===== config.mk =====
export PLATFORM = sky130hd
export DESIGN_NAME = smed_cell
export DESIGN_NICKNAME = d
export VERILOG_FILES = /design/src/smed_pkg.sv /design/src/smed_cell.sv
export SDC_FILE = /design/constraint.sdc
export NUM_CORES = 1
export LEC_CHECK = 0
export BUFFER_PORTS_ARGS = -buffer_cell sky130_fd_sc_hd__buf_2
export CAP_MARGIN = 15
export CORE_UTILIZATION = 49
export CTS_CLUSTER_SIZE = 8
export DETAILED_ROUTE_END_ITERATION = 8
export GPL_TIMING_DRIVEN = 1
export PLACE_DENSITY = 0.9
export SLEW_MARGIN = 5
export SYNTH_ARGS = -nofsm -noshare
export SYNTH_HDL_FRONTEND = slang
export SYNTH_SLANG_ARGS = --single-unit

===== constraint.sdc =====
create_clock -name clk -period 6.3 [get_ports clk]
set_input_delay 0.63 -clock clk [delete_from_list [all_inputs] [get_ports clk]]
set_output_delay 0.63 -clock clk [all_outputs]
set_load 0.01 [all_outputs]

===== src/smed_pkg.sv =====
`default_nettype none
package smed_pkg;

  localparam int ValW   = 32;
  localparam int CountW = 7;

  typedef enum logic [1:0] {
    ST_LOAD,
    ST_DRAIN,
    ST_SUM,
    ST_FIN
  } smed_state_t;

  typedef struct packed {
    logic                   ins;
    logic                   shf;
    logic signed [ValW-1:0] x;
  } smed_ctl_t;

endpackage
`default_nettype wire


===== src/smed_cell.sv =====
`default_nettype none
module smed_cell #(
  parameter int IDX = 0,
  parameter int CW  = 7
) (
  input  wire logic                           clk,
  input  wire smed_pkg::smed_ctl_t            ctl,
  input  wire logic [CW-1:0]                  count,
  input  wire logic                           gt_left,
  input  wire logic signed [smed_pkg::ValW-1:0] v_left,
  input  wire logic signed [smed_pkg::ValW-1:0] v_right,
  output logic                                gt,
  output logic signed [smed_pkg::ValW-1:0]    v
);
  import smed_pkg::*;

  logic signed [ValW-1:0] v_r;
  logic signed [ValW-1:0] v_nxt;
  logic                   occ;
  logic                   prev_occ;
  logic                   take_x;

  // occupied cells are those below the fill count
  assign occ      = count > CW'(IDX);
  assign prev_occ = count >= CW'(IDX);
  assign gt       = occ && (v_r > ctl.x);
  assign take_x   = !gt_left && (gt || !occ) && prev_occ;
  assign v        = v_r;

  always_comb begin
    v_nxt = v_r;
    if (ctl.shf) begin
      v_nxt = v_right;
    end else if (ctl.ins) begin
      if (gt_left) begin
        v_nxt = v_left;
      end else if (take_x) begin
        v_nxt = ctl.x;
      end
    end
  end

  always_ff @(posedge clk) begin
    v_r <= v_nxt;
  end

endmodule
`default_nettype wire


# Yosys cells after proc, flatten, opt, wreduce, memory -nomap -nowiden
# Index checks and enable logic that the tools add are counted.
# word_totals
inputBits	107
ramBits	0
memories	0
regBits	32
word_cells	17
latchBits	0
mem_bits_ro	0
out_inout_bits	33
# classes
reduce_logical	9
add_sub_neg	0
bitwise_logic	0
muxes	4
div	0
shifts	0
eq_ne	0
mul	0
n_lt_le_gt_ge	3
# op_table
operator	n
32-bit 2-to-1 mux	4
32-bit greater-than comparator	1
7-bit by 1-bit >= comparator with 1-bit output (second input constant)	1
7-bit by 1-bit greater-than comparator with 1-bit output (second input constant)	1
1-bit logical AND	3
3-bit nonzero test	1
1-bit zero test	2
2-bit AND reduction	1
2-bit nonzero test	1
1-bit logical OR	1

# Depth between registers and ports, before layout
# Gate-level depths: netlist of the first run.
# depth
ltp_word	9
depth_mapped	8
depth_no_buf	8

# Least setup slack after synthesis of the first run
# No wires, ideal clock.
# synth_timing
kind	input -> register
start	input port ctl[30] (netlist bit)
end	register v_r[0] (netlist: v[0]), enable pin
stages	7
required_time_ps	5869
arrival_ps	3411
path_buffers	0
slack_ps	2459
setup_time_ps	431
cell_sequence	inv_1 > ha_1 > a21oi_1 > nand2_1 > a221o_1 > a211o_1 > o211ai_1
# synth_via
elab_chain_len	7
# synth_lines
element	line	source
from (decl)	smed_cell.sv:7	input wire smed_pkg::smed_ctl_t ctl,
32-bit greater-than comparator	smed_cell.sv:26	assign gt = occ && (v_r > ctl.x);
1-bit logical AND	smed_cell.sv:26	
1-bit logical OR	smed_cell.sv:27	assign take_x = !gt_left && (gt || !occ) && prev_occ;
1-bit logical AND (2 in a row)	smed_cell.sv:27	
3-bit nonzero test (no source line)	--	
2-bit AND reduction (no source line)	--	
to (signal assigned)	smed_cell.sv:44	v_r <= v_nxt;
to (decl)	smed_cell.sv:17	logic signed [ValW-1:0] v_r;
# Every way passes these cells.
# A chain may end at the register's enable or synchronous reset.

# Final worst setup path of the first run
# layout_timing
start	input port ctl[21] (netlist bit)
end	output port gt
# layout_via
elab_chain_len	2
# layout_lines
element	line	source
32-bit greater-than comparator	smed_cell.sv:26	
1-bit logical AND	smed_cell.sv:26	
to (decl)	smed_cell.sv:12	output logic gt,
# Every way passes these cells.

==> impl_metrics.csv, run 1 <==
group,metric,value,unit
setup_path,crit_path_end,"gt",
setup_path,critPathArrivalTime,2.75,ns
outcome,status,"finished clean",
finish,drive_gt1_frac,0.376,
synth,synthCells,264,
synth,synth_compound_area_frac,0.135,
setup_path,cp_top_family,"compound AO/OA/AOI/OAI gates",
setup_path,reg2reg_from,"v[31]$_DFFE_PP_",
clocking,clkSinkCount,32,
setup_path,cp_cell_sequence,"buf_2 > inv_1 > ha_1 > a21oi_1 > o21ai_0 > a221o_1 > a211o_1 > or4_1 > o21ai_1 > buf_2",
global_routing,grt_antenna_before_repair,0,
synth,avgSynthCellArea,9.51,sq um
placed_design,place_inst,461,
synth,muxShareOfSynthArea,0.128,
global_routing,overflow,0,
finish,synthToLayoutAreaGrowth,32.8,%
setup_path,reg2reg_slack,3.48,ns
finish,final_common_cell,"buf_2",
setup_path,path_common_cell,"buf_2",
sta,finalClockSkew,0.00551,ns
sta,finalCritPeriodShare,0.536,
clocking,cts_root_buf,"clkbuf_8",
finish,largest_register_ff_count,32,
floorplan,ios,140,
synth,synth_seq_area_share,0.383,
synth,synthSimpleGateAreaFrac,0.131,
synth,synth_top_family_by_area,"adder cells",
finish,fill_cells,397,
setup_path,critPathBufInv,3,
detailed_routing,drtAntennaViolNets,0,
synth,synth-xor-area-share,0,
placed_design,placed_area,3260,sq um
sta,max_freq,296,MHz
sta,rsz0062_at_grt,"no",
synth,syn_area,2510,sq um
global_routing,grt_max_degree,66,
floorplan,fp.dieW,73.6,um
clocking,cts_made_buffers,5,
setup_path,crit_start,"ctl[21]",
detailed_routing,dr.first_iter.drc_count,109,
setup_path,rr_worst_depth,8,
detailed_routing,route.detailed.drc,0,
detailed_routing,viasPerCell,5.38,
sta,setup-violations-final,0,
finish,stdcell_area,3330,sq um
clocking,clk_pin_slew_worst_paths,0.06,ns
sta,worst_slew_pin_slew,1.01,ns
clocking,hold_buffers,0,
power,irDropWorstVdd,137,uV
setup_path,cp_slowest_cell,"or4_1",
clocking,clk_path_buf_depth,2,
power,p_per_area,194,nW/um^2
synth,synth.distinct_cells,31,
setup_path,crit_path_end_kind,"output port",
sta,period_needed,3.38,ns
floorplan,start_util,0.521,
placed_design,hpwl,5.29,mm
power,leakage,1.77,nW
detailed_routing,dr.pass1.iters,5,
setup_path,required,5.67,ns
placed_design,gp_congestion,0.796,
clocking,cts_tree,"built",
finish,final_cell_mix,"139 x buf_2, 39 x nand2_1, 36 x o21ai_0",
setup_path,r2r_end,"v[22]$_DFFE_PP_",
sta,drv_slew,0,
floorplan,die_h,73.6,um
detailed_routing,wire_per_inst,14.3,um
clocking,worstSkewPairLatency,0.28,ns
synth,synth_nets,403,
setup_path,critPathLaunchType,"input pin",
floorplan,rows,25,
finish,stdcell_count,466,
clocking,h-tree-depth,2,
floorplan,coreArea,4820,sq um
synth,synth_adder_area_share,0.160,
sta,tns,0,ns
placed_design,port_buffers,139,
finish,n_antenna_cell,0,
floorplan,die_area,5410,sq um
sta,hold_violations,0,
job,cap_violations,0,
detailed_routing,routed_wl,6.68,mm
setup_path,cp_max_fo,4,
clocking,postCtsSetupBuffers,0,
synth,ys_warn_count,0,
setup_path,cp.depth,10,
global_routing,grt_pass1_vias,2467,
synth,ys_seq_elements,32,
clocking,cts_resized,0,
min_path,hold_class,"input pin to flop",
global_routing,grt_usage,0.252,
sta,slew_headroom,0.324,
setup_path,crit_type,"input pin to output port",
setup_path,slowest_delay,0.51,ns
finish,fin_nets,540,
detailed_routing,via_count,2509,
global_routing,grt_pass1_wl,10.4,mm
report_power, final:
group	internal (W)	switching [W]	leakage [nW]	total [W]
registers	0.000271	0.0000154	0.330	0.000286
logic	0.0000985	0.000119	1.41	0.000217
clock network	0.0000712	0.0000719	0.0359	0.000143
total	0.000441	0.000206	1.77	0.000647
routing by layer:
| metal | vias up | wire, um | track usage |
|---|---|---|---|
| li1 | 1228 | - | - |
| met2 | 96 | 3410 | 0.454 |
| met5 | - | 0 | 0 |
| met1 | 1174 | 2770 | 0.284 |
| met4 | 0 | 136 | 0.105 |
| met3 | 11 | 367 | 0.0604 |
stage by stage:
| stage | hold WS [ns] | util | total power (W) | setup slack, ns |
|---|---|---|---|---|
| floorplan | 0.817 | - | 0.000410 | 2.46 |
| global placement | 0.905 | 0.677 | 0.000494 | 3.00 |
| detailed placement | 0.917 | 0.677 | 0.000507 | 2.94 |
| CTS | 0.628 | 0.692 | 0.000649 | 2.94 |
| global route | 0.635 | 0.692 | 0.000685 | 2.82 |
| finish | 0.634 | 0.692 | 0.000647 | 2.92 |
logic make-up after synthesis:
group,after synthesis
adders and majority gates,32
DFF,32
muxes,32
buffers and inverters,43
AOI/OAI and AO/OA,60
and+or+nand+nor,65
area by class of cell:
type                            instances  area, sq um  area share
Sequential cell                        32          961       0.288
Inverter                               32          120      0.0360
Clock buffer                            5         68.8      0.0207
Multi-Input combinational cell        189         1390       0.416
Timing Repair Buffer                  141          711       0.213
Tap cell                               67         83.8      0.0252
how the worst min path moves through the flow:
stage,startpoint,slack [ns],to,cells past startpoint
2_1_floorplan,v_right[29],0.82,v[29]$_DFFE_PP_,2
3_3_place_gp,v_right[13],0.91,v[13]$_DFFE_PP_,3
3_5_place_dp,v_right[14],0.92,v[14]$_DFFE_PP_,3
4_1_cts,v_right[3],0.63,v[3]$_DFFE_PP_,3
5_1_grt,v_right[18],0.64,v[18]$_DFFE_PP_,3
6_report,v_right[14],0.63,v[14]$_DFFE_PP_,3
cell usage after synthesis (all sizes together):
master | n | area [sq um]
nand2b | 3 | 26.3
a21o | 1 | 7.51
a211o | 1 | 8.76
or4 | 3 | 22.5
a221o | 1 | 10.0
edfxtp | 32 | 961
nand2 | 39 | 146
a211oi | 1 | 12.5
nand4 | 8 | 50.1
nand3b | 1 | 7.51
nor4 | 2 | 27.5
ha | 32 | 400
mux2i | 32 | 320
a2111o | 1 | 11.3
a221oi | 1 | 8.76
buf | 3 | 11.3
inv | 32 | 120
o21ai | 37 | 185
o21a | 1 | 7.51
and3 | 1 | 11.3
a31oi | 1 | 6.26
nor3 | 1 | 5.00
a21oi | 13 | 65.1
nor2b | 1 | 6.26
nand3 | 3 | 15.0
nor2 | 3 | 11.3
clkbuf | 8 | 30.0
o211ai | 2 | 15.0
worst min-delay path, cell delays in order:
cell and delay [ns]:
buf_2 0.08, nand2_1 0.04, o21ai_0 0.05
Note: power is estimated with default switching activity, not from simulation.
==> run 2: changes to the inputs <==
--- a/config.mk
+++ b/config.mk
@@ -5,13 +5,14 @@
 export SDC_FILE = /design/constraint.sdc
 export NUM_CORES = 1
 export LEC_CHECK = 0
+export ABC_AREA = 1
 export BUFFER_PORTS_ARGS = -buffer_cell sky130_fd_sc_hd__buf_2
 export CAP_MARGIN = 15
-export CORE_UTILIZATION = 49
+export CORE_UTILIZATION = 45
 export CTS_CLUSTER_SIZE = 8
 export DETAILED_ROUTE_END_ITERATION = 8
 export GPL_TIMING_DRIVEN = 1
-export PLACE_DENSITY = 0.9
+export PLACE_DENSITY = 0.84
 export SLEW_MARGIN = 5
 export SYNTH_ARGS = -nofsm -noshare
 export SYNTH_HDL_FRONTEND = slang
==> constraint.sdc (replaced) <==
create_clock -name clk -period 3.12 [get_ports clk]
set_input_delay 0.312 -clock clk [delete_from_list [all_inputs] [get_ports clk]]
set_output_delay 0.312 -clock clk [all_outputs]
set_load 0.01 [all_outputs]
==> run 2 against run 1 <==
Via count increased by 0.88%. Non-clock buffer count unchanged. Area after synthesis increased by 2.1%. Die area increased by 11%. Critical endpoint is now v[23]$_DFFE_PP_. Clock-buffer cell count increased by 2. Power increased by 100%. Critical path type is now flop to flop. Worst hold slack got worse by 0.33 ns. Register-to-register slack got worse by 2.8 ns. Clock skew increased by 0.0026 ns.
==> impl_metrics.csv, run 2 <==
group,metric,value,unit
outcome,status,"finished clean",
global_routing,overflow,0,
finish,stdcell_area,3390,sq um
clocking,clkSinkCount,32,
placed_design,gp_congestion,0.836,
sta,slew_headroom,0.383,
detailed_routing,dr.first_iter.drc_count,117,
power,leakage,1.72,nW
detailed_routing,route.detailed.drc,0,
synth,synthCells,297,
clocking,clk_pin_slew_worst_paths,0.07,ns
sta,whs,0.308,ns
clocking,hold_buffers,0,
setup_path,cp_slowest_cell,"edfxtp_1",
detailed_routing,via_count,2531,
placed_design,placed_area,3310,sq um
placed_design,place_inst,497,
synth,synth_top_area_cell,"edfxtp_1",
synth,synth_top_area_share,0.375,
setup_path,crit_type,"flop to flop",
sta,finalClockSkew,0.00812,ns
detailed_routing,viasPerCell,5.01,
global_routing,grt_pass1_vias,2411,
setup_path,critPathArrivalTime,2.33,ns
synth,synth_edf_count,32,
sta,setup-violations-final,0,
clocking,cts_tree,"built",
placed_design,port_buffers,139,
clocking,worstSkewPairLatency,0.27,ns
synth,synth_nets,436,
setup_path,cp_max_fo,32,
synth,synthArstFlopShare,0,
finish,stdcell_count,505,
synth,synth.distinct_cells,27,
synth,netlist_top_cells_count,"66 x nand2_1, 37 x inv_1, 32 x edfxtp_1, 32 x ha_1, 30 x o21a_1",
synth,syn_area,2560,sq um
clocking,h-tree-depth,2,
floorplan,start_util,0.466,
sta,hold_violations,0,
clocking,cts_resized,0,
sta,max_freq,416,MHz
global_routing,grt_usage,0.220,
floorplan,die_area,6000,sq um
finish,fin_nets,571,
synth,yosys_most_used_dff,"edfxtp_1",
global_routing,grt_antenna_before_repair,0,
sta,tns,0,ns
setup_path,crit_path_end_kind,"flop",
detailed_routing,drtAntennaViolNets,0,
synth,avgSynthCellArea,8.63,sq um
finish,largest_register_ff_count,32,
detailed_routing,wire_per_inst,12.6,um
floorplan,fp.dieW,77.5,um
power,irDropWorstVdd,200,uV
setup_path,slowest_delay,0.41,ns
sta,rsz0062_at_grt,"no",
finish,synthToLayoutAreaGrowth,32.3,%
clocking,cts_root_buf,"clkbuf_8",
finish,drive_gt1_frac,0.365,
sta,period_needed,2.41,ns
power,power.total,0.00130,W
sta,worst_slew_pin_slew,0.924,ns
setup_path,path_common_cell,"nand2_1",
synth,synthMostInstantiatedCell,"nand2_1",
setup_path,required,3.04,ns
detailed_routing,routed_wl,6.34,mm
detailed_routing,dr.pass1.iters,4,
setup_path,cp_top_family,"simple AND/OR/NAND/NOR gates",
setup_path,critPathBufInv,1,
floorplan,ios,140,
synth,synth_top_cells_by_area,"edfxtp_1 37%, ha_1 16%, nand2_1 9.7%",
min_path,hold_class,"input pin to flop",
power,p_per_area,384,nW/um^2
setup_path,critPathLaunchType,"flop",
placed_design,hpwl,5.03,mm
sta,finalCritPeriodShare,0.771,
finish,final_common_cell,"buf_2",
synth,ys_warn_count,0,
floorplan,rows,27,
synth,ys_seq_elements,32,
setup_path,cp_cell_sequence,"ha_1 > nand2_1 > nor2_2 > nand2_2 > nor4_4 > nand2_1 > nand3_1 > nand3_2 > a21oi_4 > buf_4",
floorplan,coreArea,5510,sq um
sta,drv_slew,0,
global_routing,grt_pass1_wl,10.7,mm
finish,n_antenna_cell,0,
job,cap_violations,0,
synth,synth_seq_area_share,0.375,
clocking,postCtsSetupBuffers,0,
global_routing,grt_max_degree,62,
floorplan,die_h,77.5,um
clocking,cts_made_buffers,5,
clocking,clk_path_buf_depth,2,
finish,final_cell_mix,"139 x buf_2, 66 x nand2_1, 37 x inv_1, 32 x ha_1, 32 x edfxtp_1",
==> run 2: cell types whose count changed in the layout (fill, tap and decap cells not counted), sizes merged, moves of 8 or more <==
cell	previous run	this run
o21ai	37	3
mux2i	32	0
o21a	1	31
nand2	39	68
o211ai	2	29
nor2	3	16
a21oi	13	21
inv	32	40
==> run 2: cell families after synthesis <==
kind of cell,share of synthesized area
buffers and inverters,0.0849
adders and majority gates,0.156
DFF,0.375
AOI/OAI and AO/OA,0.232
and+or+nand+nor,0.152
==> run 2: final timing paths <==
check / from / to / slack [ns] / depth (start not counted)
max reg2reg: v[31]$_DFFE_PP_ / v[23]$_DFFE_PP_ / 0.71 / 10
max: v[31]$_DFFE_PP_ / v[23]$_DFFE_PP_ / 0.71 / 10
min: v_right[3] / v[3]$_DFFE_PP_ / 0.31 / 2
min reg2reg: v[31]$_DFFE_PP_ / v[5]$_DFFE_PP_ / 1.30 / 5
==> run 2: stage by stage <==
stage,worst slack (ns),utilization
2_1_floorplan,0.296,-
3_3_place_gp,0.735,0.601
3_5_place_dp,0.656,0.601
4_1_cts,0.673,0.616
5_1_grt,0.485,0.616
6_report,0.714,0.616
==> run 2: per-layer routing <==
metal	vias up	track usage	wire (um)
met5	-	0	0
met4	0	0.0623	62
met3	6	0.0318	343
met2	98	0.412	3220
met1	1125	0.259	2720
li1	1302	-	-
==> run 2: layout make-up <==
| class | instances | area, sq um |
|---|---|---|
| Multi-Input combinational cell | 210 | 1390 |
| Tap cell | 72 | 90.1 |
| Timing Repair Buffer | 141 | 711 |
| Inverter | 42 | 158 |
| Sequential cell | 32 | 961 |
| Fill cell | 494 | 2110 |
| Clock buffer | 7 | 76.3 |
| Clock inverter | 1 | 3.75 |
==> run 2: power breakdown <==
part	switching, W	internal (W)
clock	0.000144	0.000155
combinational	0.000240	0.000197
sequential	0.0000276	0.000540
total	0.000411	0.000892
